**config.mk**
```make
export PLATFORM = sky130hd
export DESIGN_NAME = wrht_classify
export DESIGN_NICKNAME = d
export VERILOG_FILES = /design/src/rtl/wrht_pkg.sv /design/src/rtl/wrht_classify.sv
export SDC_FILE = /design/constraint.sdc
export NUM_CORES = 1
export LEC_CHECK = 0
export ABC_AREA = 1
export BUFFER_PORTS_ARGS = -buffer_cell sky130_fd_sc_hd__buf_4
export CAP_MARGIN = 20
export CORE_MARGIN = 8
export CORE_UTILIZATION = 64
export DETAILED_ROUTE_END_ITERATION = 8
export PLACE_DENSITY = 0.86
export SLEW_MARGIN = 20
export SYNTH_ARGS = -nofsm -noshare
export SYNTH_HDL_FRONTEND = slang
export SYNTH_SLANG_ARGS = --single-unit
```
**constraint.sdc**
```tcl
create_clock -name vclk -period 18
set_input_delay 5.4 -clock vclk [all_inputs]
set_output_delay 5.4 -clock vclk [all_outputs]
set_load 0.01 [all_outputs]
```
**src/rtl/wrht_pkg.sv**
```systemverilog
// Shared types and constants for the window region hit test block.
package wrht_pkg;

	// Window-relative coordinate width: 17-bit difference plus headroom
	localparam int CoordW = 18;
	typedef logic signed [CoordW-1:0] coord_t;

	// Stream widths
	localparam int InDataW  = 96;
	localparam int InUserW  = 5;
	localparam int OutDataW = 8;

	// Configuration port widths
	localparam int CfgIdxW  = 8;
	localparam int CfgDataW = 8;

	// Configuration register indexes
	localparam logic [CfgIdxW-1:0] REG_FRAME_W   = 8'd0;
	localparam logic [CfgIdxW-1:0] REG_CAPTION_H = 8'd1;
	localparam logic [CfgIdxW-1:0] REG_BTN_SIDE  = 8'd2;
	localparam logic [CfgIdxW-1:0] REG_BTN_GAP   = 8'd3;

	// Reset values of the configuration registers
	localparam logic [3:0] FRAME_W_RST   = 4'd4;
	localparam logic [5:0] CAPTION_H_RST = 6'd24;
	localparam logic [5:0] BTN_SIDE_RST  = 6'd16;
	localparam logic [3:0] BTN_GAP_RST   = 4'd4;

	// Region codes
	typedef enum logic [3:0] {
		RG_NOWHERE     = 4'd0,
		RG_CLIENT      = 4'd1,
		RG_CAPTION     = 4'd2,
		RG_CLOSE       = 4'd3,
		RG_MAXIMIZE    = 4'd4,
		RG_MINIMIZE    = 4'd5,
		RG_LEFT        = 4'd6,
		RG_RIGHT       = 4'd7,
		RG_TOP         = 4'd8,
		RG_BOTTOM      = 4'd9,
		RG_TOPLEFT     = 4'd10,
		RG_TOPRIGHT    = 4'd11,
		RG_BOTTOMLEFT  = 4'd12,
		RG_BOTTOMRIGHT = 4'd13
	} region_t;

	// Frame geometry settings
	typedef struct packed {
		logic [3:0] frame_w;
		logic [5:0] caption_h;
		logic [5:0] btn_side;
		logic [3:0] btn_gap;
	} geom_cfg_t;

	// One query
	typedef struct packed {
		logic signed [15:0] point_x;
		logic signed [15:0] point_y;
		logic signed [15:0] window_left;
		logic signed [15:0] window_top;
		logic [14:0]        outer_width;
		logic [14:0]        outer_height;
		logic               window_valid;
		logic               has_caption;
		logic               has_maximize_box;
		logic               has_minimize_box;
		logic               has_resize_frame;
	} query_t;

endpackage

```
**src/rtl/wrht_classify.sv**
```systemverilog
// Combinational classification of one query into a region code.
module wrht_classify (
	input  wrht_pkg::query_t    query,
	input  wrht_pkg::geom_cfg_t geom,
	output wrht_pkg::region_t   region
);
	import wrht_pkg::*;

	coord_t wx, wy, fw, fh, bw, th, bs, bm;
	coord_t diff, diff_adj, half, by0, step, cx, mx, nx, right_e, bottom_e;
	logic   in_window, in_caption, in_btn_row, hit_close, hit_max, hit_min;

	// Window-relative point and extended operands
	always_comb begin
		wx = coord_t'(query.point_x) - coord_t'(query.window_left);
		wy = coord_t'(query.point_y) - coord_t'(query.window_top);
		fw = coord_t'({1'b0, query.outer_width});
		fh = coord_t'({1'b0, query.outer_height});
		bw = coord_t'({1'b0, geom.frame_w});
		th = coord_t'({1'b0, geom.caption_h});
		bs = coord_t'({1'b0, geom.btn_side});
		bm = coord_t'({1'b0, geom.btn_gap});
	end

	// Caption and button geometry; halve toward zero
	always_comb begin
		diff     = th - bs;
		diff_adj = diff + coord_t'({1'b0, diff[CoordW-1]});
		half     = diff_adj >>> 1;
		by0      = bw + half;
		step     = bs + bm;
		cx       = fw - bw - step;
		mx       = cx - step;
		nx       = mx - step;
		right_e  = fw - bw;
		bottom_e = fh - bw;
	end

	// Range tests
	always_comb begin
		in_window  = query.window_valid && (wx >= 0) && (wy >= 0) && (wx < fw) && (wy < fh);
		in_caption = query.has_caption && (wy >= bw) && (wy < bw + th);
		in_btn_row = (wy >= by0) && (wy < by0 + bs);
		hit_close  = (wx >= cx) && (wx < cx + bs);
		hit_max    = query.has_maximize_box && (wx >= mx) && (wx < mx + bs);
		hit_min    = query.has_minimize_box && (wx >= nx) && (wx < nx + bs);
	end

	// Priority selection of the region
	always_comb begin
		region = RG_CLIENT;
		if (!in_window) begin
			region = RG_NOWHERE;
		end else if (in_caption) begin
			if (in_btn_row && hit_close)
				region = RG_CLOSE;
			else if (in_btn_row && hit_max)
				region = RG_MAXIMIZE;
			else if (in_btn_row && hit_min)
				region = RG_MINIMIZE;
			else
				region = RG_CAPTION;
		end else if (query.has_resize_frame) begin
			if (wx < bw) begin
				if (wy < bw)            region = RG_TOPLEFT;
				else if (wy >= bottom_e) region = RG_BOTTOMLEFT;
				else                     region = RG_LEFT;
			end else if (wx >= right_e) begin
				if (wy < bw)            region = RG_TOPRIGHT;
				else if (wy >= bottom_e) region = RG_BOTTOMRIGHT;
				else                     region = RG_RIGHT;
			end else if (wy < bw) begin
				region = RG_TOP;
			end else if (wy >= bottom_e) begin
				region = RG_BOTTOM;
			end
		end
	end

endmodule

```
# Word level (Yosys, flattened, before mapping)
# Index checks and enable logic that the tools add are counted.
[word_totals]
ff_bits = 0
wordCells = 63
in_bits = 119
output_inout_bits = 4
[op_classes]
order_cmp = 18
n_reduce_logical = 15
n_addsub = 16
mux = 14
[ops]
columns = ["operator", "n"]
rows = [
  ["less-than comparator 17 x 18 -> 1 bit", 3],
  ["two-way mux 4 bit", 11],
  ["adder 18 x 7 -> 18 bit", 2],
  ["greater-or-equal comparator 17 x 18 -> 1 bit", 2],
  ["greater-or-equal comparator 17 x 1 -> 1 bit (second input constant)", 2],
  ["greater-or-equal comparator 17 x 16 -> 1 bit", 2],
  ["less-than comparator 17 x 16 -> 1 bit", 2],
  ["less-than comparator 17 x 5 -> 1 bit", 2],
  ["subtractor 16 x 16 -> 17 bit", 2],
  ["subtractor 15 x 4 -> 16 bit", 2],
  ["adder 17 x 7 -> 18 bit", 1],
  ["subtractor 17 x 8 -> 18 bit", 1],
  ["subtractor 18 x 8 -> 18 bit", 1],
  ["greater-or-equal comparator 17 bit", 1],
  ["greater-or-equal comparator 17 x 5 -> 1 bit", 1],
  ["greater-or-equal comparator 17 x 8 -> 1 bit", 1],
  ["less-than comparator 17 x 8 -> 1 bit", 1],
  ["less-than comparator 17 x 9 -> 1 bit", 1],
  ["subtractor 16 x 8 -> 17 bit", 1],
  ["logical AND 1 bit", 15],
  ["adder 8 x 7 -> 9 bit", 1],
  ["two-way mux 3 bit", 3],
  ["adder 5 x 7 -> 8 bit", 1],
  ["adder 7 x 2 -> 8 bit", 1],
  ["3 further kinds", 3],
]

# Longest topological paths before layout
# Gate-level depths: netlist of the first run.
[logic_depth]
depth_word = 13
depth_mapped = 51
depth_no_buf = 51

# Least setup slack after synthesis of the first run
# OpenSTA, ideal clock, no wires.
[synth_path]
path_type = "input to output"
startpoint = "input port geom[0] in the netlist's numbering"
endpoint = "output port region[2]"
setup_slack_ns = 0.994
arrival_ns = 11.606
cell_stages = 46
path_cell_list = "ha_1 -> fa_1 -> xnor2_1 -> ha_1 -> a21oi_1 -> nand2_1 -> or2_2 -> nand2_1 -> inv_1 -> ha_1 -> or2_2 -> nand2_1 -> inv_1 -> ha_1 -> inv_1 -> o21ai_0 -> inv_1 -> nor2_1 -> (+10 left out) -> nor2_1 -> nand2_1 -> nor2_1 -> nand2_1 -> o21ai_1 -> nand2_1 -> ha_1 -> a21oi_1 -> nor2_1 -> nor2_1 -> nand2_1 -> o21ai_0 -> o21ai_0 -> nor3_1 -> inv_1 -> nand2_1 -> nand2_1 -> a21oi_1"
[synth_between]
elab_chain_len = 13
elab_cells_between_ends = 26
[synth_lines]
columns = ["item", "line", "text"]
rows = [
  ["from (decl)", "wrht_classify.sv:4", "input wrht_pkg::geom_cfg_t geom,"],
  ["adder 6 x 4 -> 7 bit *", "wrht_classify.sv:31", "step = bs + bm;"],
  ["subtractor 16 x 8 -> 17 bit", "wrht_classify.sv:32", "cx = fw - bw - step;"],
  ["subtractor 17 x 8 -> 18 bit", "wrht_classify.sv:33", "mx = cx - step;"],
  ["subtractor 18 x 8 -> 18 bit", "wrht_classify.sv:34", "nx = mx - step;"],
  ["adder 18 x 7 -> 18 bit / greater-or-equal comparator 17 x 18 -> 1 bit (equally long branches)", "wrht_classify.sv:46", "hit_min = query.has_minimize_box && (wx >= nx) && (wx < nx + bs);"],
  ["less-than comparator 17 x 18 -> 1 bit / logical AND 1 bit (equally long branches)", "wrht_classify.sv:46", ""],
  ["logical AND 1 bit", "wrht_classify.sv:46", ""],
  ["logical AND 1 bit", "wrht_classify.sv:59", "else if (in_btn_row && hit_min)"],
  ["two-way mux 3 bit", "wrht_classify.sv:59", ""],
  ["two-way mux 3 bit", "wrht_classify.sv:57", "else if (in_btn_row && hit_max)"],
  ["two-way mux 3 bit *", "wrht_classify.sv:55", "if (in_btn_row && hit_close)"],
  ["two-way mux 4 bit *", "wrht_classify.sv:54", "end else if (in_caption) begin"],
  ["two-way mux 4 bit *", "wrht_classify.sv:52", "if (!in_window) begin"],
  ["to (decl)", "wrht_classify.sv:5", "output wrht_pkg::region_t region"],
]
# Mark *: on every way between the ends. The rest lies on a longest branch, timed or not.

# Final worst setup path of the first run
# Same ends and word-level chain as after synthesis.

==> results.toml, run 1 <==
[pwr]
power_switching_share = 0.606
p_int_uw = 595
powerDensity_mw_per_mm2 = 115
switchingPower_uw = 915
pwr-share-comb = 1.000
total_leakage_power_uw = 0.00742
power.share.clock = 0
pwr-share-seq = 0
vdd.ir_drop.worst_uv = 158

[final_layout]
n_antenna_cell = 0
fin_nets = 2407
seq_cell_count = 0
fin_util = 0.732
syn_to_final_growth_pct = 12.9
drive_above_1_share = 0.137
clkbuf_count = 0
regArea_um2 = 0

[placed_design]
post-place-ws_ps = 135
hpwl_um = 28200
gp_congestion = 0.960
io_buffers = 123

[die]
die_h_um = 151
core-area_mm2 = 0.0179
rows = 49
dieArea_mm2 = 0.0227
die_w_um = 151
start_util = 0.649
ios = 123

[sta]
setup_viol = 0
finalCritPeriodShare = 0.975
slew_viol_final = 0
layout_min_cycle_time_ps = 17550
max_slew_margin = 0.234
hold_viol = 0
fmax_ghz = 0.0570
setup_ws_ps = 449
tightest_slew_ps = 1120

[route]
vias = 12500
routed_via_density = 5.65
ant_nets = 0
totalWireLength_um = 32600
drt_iter0_markers = 900
wire_per_inst_um = 14.8
dr.pass1.iters = 5
drc = 0

[synthesis]
syn_nets = 2265
synth_cell_types = 55
syn_inst = 1839
syn_area_mm2 = 0.0116
ys.warnings.count = 0
yosysSeqAreaShare = 0
syn-mean-instance-area_um2 = 6.31

[global_route]
grt_pass1_wl_um = 52600
antenna_found_initial = 0
grt-ovfl-total = 0
grt_pass1_vias = 11300
grt_usage = 0.274
grt_max_degree = 14

[job]
maxCapViolCount = 0

[setup_path]
cp.required_ps = 12600
worst_path_most_repeated_cell = "nand2_1"
max_stage_delay_ps = 560
slowest_stage = "fa_2"
cpLargestDelayFamily = "adder cells"
path_max_fanout = 4
cp-end-kind = "primary output"
worstPathArrival_ps = 12150
cp_num_buf_inv = 11
cp-start-kind = "input pin"
critical_path_class = "input pin to primary output"

[cts]
cts_hold_buf = 0

[run_status]
status = "finished, final reports clean"

[worst_hold_path]
hold_class = "input pin to primary output"
-- cell usage in the layout, fill, tap and decap left out, types with 4 or more instances in the layout --
cell type	instances
a211oi_1	7
a21o_1	7
a21oi_1	142
a21oi_2	4
a31oi_1	5
and2_1	5
buf_4	141
fa_1	12
ha_1	287
ha_4	4
inv_1	303
inv_2	30
nand2_1	370
nand2_2	25
nand2_4	7
nand3_1	130
nand3_2	13
nand3b_1	6
nand4_1	38
nor2_1	126
nor2_2	9
nor2_4	7
nor3_1	33
nor4_1	6
o211ai_1	9
o21a_1	8
o21ai_0	49
o21ai_1	11
o21bai_1	20
o221ai_1	5
or2_2	9
xnor2_1	12
xor2_1	87
xor2_2	4
-- tightest hold or removal path, cell delays in order --
cell,delay [ps]
buf_4,120
nand4_1,100
a21oi_2,60
buf_4,130
-- power by group through the flow --
stage / Combinational [µW] / Clock, µW / Sequential, µW
4_1_cts: 1440 / 0 / 0
5_1_grt: 1700 / 0 / 0
6_report: 1510 / 0 / 0
3_5_place_dp: 1430 / 0 / 0
3_3_place_gp: 1370 / 0 / 0
2_1_floorplan: 1100 / 0 / 0
-- stage by stage --
step | std cells | TNS [ps] | power, µW | cell area [µm²] | hold WS (ps)
final | 2208 | 0 | 1510 | 13100 | 11200
after global routing | 2208 | -153 | 1700 | 13100 | 11230
after CTS | 2204 | 0 | 1440 | 12900 | 11190
after detailed placement | 2204 | 0 | 1430 | 12900 | 11190
after global placement | 2204 | 0 | 1370 | 12900 | 11200
after floorplan | 1839 | 0 | 1100 | 11600 | 10960
-- per-layer routing --
layer | vias to the layer above | routed length [µm] | GRT usage
met5 | - | 0 | 0
met4 | 0 | 238 | 0.0228
met3 | 21 | 1950 | 0.00992
met2 | 365 | 14700 | 0.461
met1 | 5639 | 15700 | 0.394
li1 | 6447 | - | -
-- cells in the mapped netlist, types with 3 or more instances --
| cell type | number | area, µm² |
|---|---|---|
| a2111oi_0 | 4 | 35.0 |
| a211oi_1 | 8 | 60.1 |
| a21boi_0 | 3 | 22.5 |
| a21o_1 | 7 | 52.6 |
| a21oi_1 | 145 | 726 |
| a31oi_1 | 5 | 31.3 |
| and2_1 | 5 | 31.3 |
| clkinv_1 | 3 | 11.3 |
| fa_1 | 15 | 300 |
| ha_1 | 292 | 3650 |
| inv_1 | 306 | 1150 |
| inv_2 | 28 | 105 |
| nand2_1 | 371 | 1390 |
| nand2_2 | 24 | 150 |
| nand2_4 | 7 | 78.8 |
| nand3_1 | 130 | 651 |
| nand3_2 | 13 | 130 |
| nand3b_1 | 6 | 45.0 |
| nand4_1 | 38 | 238 |
| nor2_1 | 131 | 492 |
| nor2_2 | 6 | 37.5 |
| nor2_4 | 5 | 56.3 |
| nor3_1 | 33 | 165 |
| nor4_1 | 6 | 37.5 |
| o211ai_1 | 9 | 67.6 |
| o21a_1 | 8 | 60.1 |
| o21ai_0 | 54 | 270 |
| o21ai_1 | 7 | 35.0 |
| o21bai_1 | 20 | 150 |
| o221ai_1 | 5 | 43.8 |
| o311ai_0 | 3 | 26.3 |
| o31ai_1 | 3 | 22.5 |
| or2_2 | 9 | 56.3 |
| xnor2_1 | 13 | 114 |
| xor2_1 | 89 | 780 |
| xor2_2 | 3 | 48.8 |
-- worst paths after layout --
path / from / endpoint / slack [ps] / cells after the start
hold / removal: query[0] / region[2] / 11200 / 4
setup / recovery: geom[0] / region[2] / 450 / 47
-- cells by family after synthesis --
kind of cell | after synthesis | share of synthesized area
and+or+nand+nor | 793 | 0.316
xor gates and xnor gates | 107 | 0.0859
adders and majority gates | 307 | 0.340
buffers and inverters | 338 | 0.109
muxes | 1 | 0.000862
AOI/OAI and AO/OA | 293 | 0.148
-- timing repair --
action | CTS | global route
setup endpoints to repair | 0 | 3
endpoints found under the hold margin | 0 | 0
resized for setup | 0 | 36
buffers inserted | 0 | 4
-- cell type report --
class | count | area (µm²)
inverters | 337 | 1270
fillers | 1551 | 4790
repair buffers | 141 | 1060
well taps | 229 | 287
multi-input cells | 1501 | 10500
Power figures use the tool's default switching activity.
==> inputs of run 2 (changes only) <==
--- a/config.mk
+++ b/config.mk
@@ -11,7 +11,8 @@
 export CORE_MARGIN = 8
 export CORE_UTILIZATION = 64
 export DETAILED_ROUTE_END_ITERATION = 8
-export PLACE_DENSITY = 0.86
+export MAX_ROUTING_LAYER = met4
+export PLACE_DENSITY = 0.9
 export SLEW_MARGIN = 20
 export SYNTH_ARGS = -nofsm -noshare
 export SYNTH_HDL_FRONTEND = slang
==> results.toml, run 2 (synthesis results as in run 1) <==
[sta]
setup_viol = 0
tightest_slew_ps = 1070
slew_viol_final = 0
layout_min_cycle_time_ps = 17670
holdWs_ps = 11200
finalCritPeriodShare = 0.981
setup_ws_ps = 333
max_slew_margin = 0.271
fmax_ghz = 0.0566
hold_viol = 0

[worst_hold_path]
hold_class = "input pin to primary output"
min_path_cells = 4
holdPathEnd = "region[2]"
hp-start = "query[0]"

[setup_path]
path_max_fanout = 4
cp.required_ps = 12600
worst_path_most_repeated_cell = "nand2_1"
cpLargestDelayFamily = "adder cells"
critical_path_class = "input pin to primary output"
max_stage_delay_ps = 560
cp-start-kind = "input pin"
cp-end-kind = "primary output"
worstPathArrival_ps = 12270
cp.depth = 45
slowest_stage = "fa_2"
cp_num_buf_inv = 11

[final_layout]
clkbuf_count = 0
fin_util = 0.734
drive_above_1_share = 0.139
syn_to_final_growth_pct = 13.1
n_antenna_cell = 0
fin_nets = 2409
layout_common_cells = "nand2_1 (370), inv_1 (304), ha_1 (288)"
seq_cell_count = 0
final_common_cell = "nand2_1"
regArea_um2 = 0

[job]
maxCapViolCount = 0

[global_route]
grt_usage = 0.284
grt_pass1_vias = 11700
grt_max_degree = 14
grt-ovfl-total = 0
grt_pass1_wl_um = 53000
antenna_found_initial = 0

[route]
wire_per_inst_um = 14.9
drc = 0
totalWireLength_um = 32900
ant_nets = 0
dr.pass1.iters = 6
routed_via_density = 5.72
vias = 12600
drt_iter0_markers = 934

[die]
rows = 49
dieArea_mm2 = 0.0227
die_w_um = 151
core-area_mm2 = 0.0179
ios = 123
die_h_um = 151
start_util = 0.649

[pwr]
pwr-share-seq = 0
power.share.clock = 0
pwr-share-comb = 1.000
total_leakage_power_uw = 0.00743
switchingPower_uw = 926
power_switching_share = 0.609
p_int_uw = 594
powerDensity_mw_per_mm2 = 116
vdd.ir_drop.worst_uv = 140

[placed_design]
hpwl_um = 28500
gp_congestion = 0.954
post-place-ws_ps = 122
io_buffers = 123

[run_status]
status = "finished, final reports clean"

[cts]
cts_hold_buf = 0
run 2: per-layer routing:
layer  wire length, µm  track usage  vias up
li1                  -            -     6449
met1             14900        0.386     5671
met2             14900        0.461      466
met3              2390       0.0108       61
met4               719       0.0584        0
met5                 0            -        -
run 2: cell type report:
class / count / area (µm²)
Fill cell: 1550 / 4770
Inverter: 337 / 1270
Multi-Input combinational cell: 1501 / 10500
Tap cell: 229 / 287
Timing Repair Buffer: 143 / 1070
run 2: worst max-delay path by stage:
stage / start / endpoint / slack (ps)
final: geom[0] / region[2] / 330
after global routing: geom[0] / region[2] / -90
after CTS: geom[0] / region[2] / 110
after detailed placement: geom[0] / region[2] / 120
after global placement: geom[0] / region[2] / 310
after floorplan: geom[0] / region[2] / 990
run 2: power by group through the flow:
stage	registers (µW)	clock network, µW	logic, µW
global route	0	0	1700
detailed placement	0	0	1430
CTS	0	0	1440
global placement	0	0	1360
finish	0	0	1520
floorplan	0	0	1100
run 2: repair_timing:
item | 4_1_cts | 5_1_grt
gates resized for setup | 0 | 38
setup endpoints to repair | 0 | 3
setup buffers | 0 | 7
run 2: per-stage QoR:
stage | total power [µW] | std cells | instance area [µm²] | TNS, ps
5_1_grt | 1700 | 2210 | 13100 | -104
2_1_floorplan | 1100 | 1839 | 11600 | 0
6_report | 1520 | 2210 | 13100 | 0
4_1_cts | 1440 | 2203 | 12900 | 0
3_3_place_gp | 1360 | 2203 | 12900 | 0
3_5_place_dp | 1430 | 2203 | 12900 | 0
run 2: worst min-delay path, stage by stage:
cell and delay (ps):
buf_4 120, nand4_1 100, a21oi_2 50, buf_4 130
==> inputs of run 3 (changes only) <==
--- a/config.mk
+++ b/config.mk
@@ -13,7 +13,9 @@
 export DETAILED_ROUTE_END_ITERATION = 8
 export MAX_ROUTING_LAYER = met4
 export PLACE_DENSITY = 0.9
+export RECOVER_POWER = 25
 export SLEW_MARGIN = 20
 export SYNTH_ARGS = -nofsm -noshare
 export SYNTH_HDL_FRONTEND = slang
 export SYNTH_SLANG_ARGS = --single-unit
+export TNS_END_PERCENT = 50
==> results.toml, run 3 (synthesis results as in run 1) <==
[final_layout]
syn_to_final_growth_pct = 13.1
final_cells = 2210
seq_cell_count = 0
n_antenna_cell = 0
layout_common_cells = "nand2_1 (370), inv_1 (304), ha_1 (288)"
fin_util = 0.733
regArea_um2 = 0
final_common_cell = "nand2_1"
fillers = 1550
fin_nets = 2409
drive_above_1_share = 0.138
fin_area_mm2 = 0.0131
clkbuf_count = 0

[sta]
fmax_ghz = 0.0566
finalCritPeriodShare = 0.981
hold_viol = 0
fin_setup_tns_ps = 0
tightest_slew_ps = 1070
max_slew_margin = 0.271
setup_viol = 0
slew_viol_final = 0
layout_min_cycle_time_ps = 17670

[die]
core-area_mm2 = 0.0179
dieArea_mm2 = 0.0227
die_h_um = 151
ios = 123
rows = 49
die_w_um = 151
start_util = 0.649

[job]
maxCapViolCount = 0

[route]
totalWireLength_um = 32900
routed_via_density = 5.72
vias = 12700
wire_per_inst_um = 14.9
drc = 0
dr.pass1.iters = 6
drt_iter0_markers = 934
ant_nets = 0

[placed_design]
placedCellCount = 2203
io_buffers = 123
placed_cell_area_mm2 = 0.0129
hpwl_um = 28500
gp_congestion = 0.954

[global_route]
grt_usage = 0.284
grt_pass1_vias = 11700
grt_max_degree = 14
antenna_found_initial = 0
grt_pass1_wl_um = 53000
grt-ovfl-total = 0

[setup_path]
cp-end-kind = "primary output"
cp_num_buf_inv = 11
endpoint = "region[2]"
path_max_fanout = 4
worst_path_most_repeated_cell = "nand2_1"
timing.critical_path.from = "geom[0]"
max_stage_delay_ps = 560
cp-start-kind = "input pin"
critical_path_class = "input pin to primary output"
worstPathArrival_ps = 12270
cpLargestDelayFamily = "adder cells"
slowest_stage = "fa_2"
cp.required_ps = 12600
cp.depth = 45

[pwr]
switchingPower_uw = 926
p_total_uw = 1520
vdd.ir_drop.worst_uv = 140
p_int_uw = 594
powerDensity_mw_per_mm2 = 116
power_switching_share = 0.609
pwr-share-seq = 0
pwr-share-comb = 1.000
total_leakage_power_uw = 0.00743
power.share.clock = 0

[cts]
cts_hold_buf = 0

[worst_hold_path]
hold_class = "input pin to primary output"

[run_status]
status = "finished, final reports clean"
==> run 3: cell types whose count changed in the layout (fill, tap and decap cells not counted) <==
| cell | delta |
|---|---|
| buf_4 | -1 |
| clkbuf_1 | +1 |
==> run 3: power by group through the flow <==
stage                     clock network, µW  logic (µW)  registers, µW
final                                     0        1520              0
after global routing                      0        1700              0
after CTS                                 0        1440              0
after detailed placement                  0        1430              0
after global placement                    0        1360              0
after floorplan                           0        1100              0
==> run 3: final cells by class <==
cell class | instances | area [µm²] | share of cell area
well taps | 229 | 287 | 0.0218
inverters | 337 | 1270 | 0.0969
repair buffers | 143 | 1070 | 0.0815
multi-input cells | 1501 | 10500 | 0.800
==> run 3: layer usage <==
layer  part of all wire  global-route usage  vias up
li1                   -                   -     6449
met1               0.45               0.386     5668
met2               0.45               0.461      470
met3              0.073              0.0108       65
met4              0.022              0.0584        0
met5                  0                   -        -
==> run 3: repair_timing <==
item                       CTS  global route
buffers inserted             0             7
resized for setup            0            38
setup endpoints to repair    0             3
==> run 3: worst min-delay path by stage <==
stage             start         to  slack, ps  depth (start not counted)
5_1_grt        query[0]  region[2]      11220                          4
3_3_place_gp   query[0]  region[2]      11200                          4
2_1_floorplan  query[0]  region[2]      10960                          2
4_1_cts        query[0]  region[2]      11190                          4
3_5_place_dp   query[0]  region[2]      11190                          4
6_report       query[0]  region[2]      11200                          4
==> run 3: worst min-delay path, stage by stage <==
cell and delay, ps:
buf_4 120, nand4_1 100, a21oi_2 50, buf_4 130
==> run 3: through the flow <==
stage / worst slack, ps / hold slack (ps)
2_1_floorplan: 994 / 10960
3_3_place_gp: 314 / 11200
3_5_place_dp: 122 / 11190
4_1_cts: 111 / 11190
5_1_grt: -95.0 / 11220
6_report: 333 / 11200
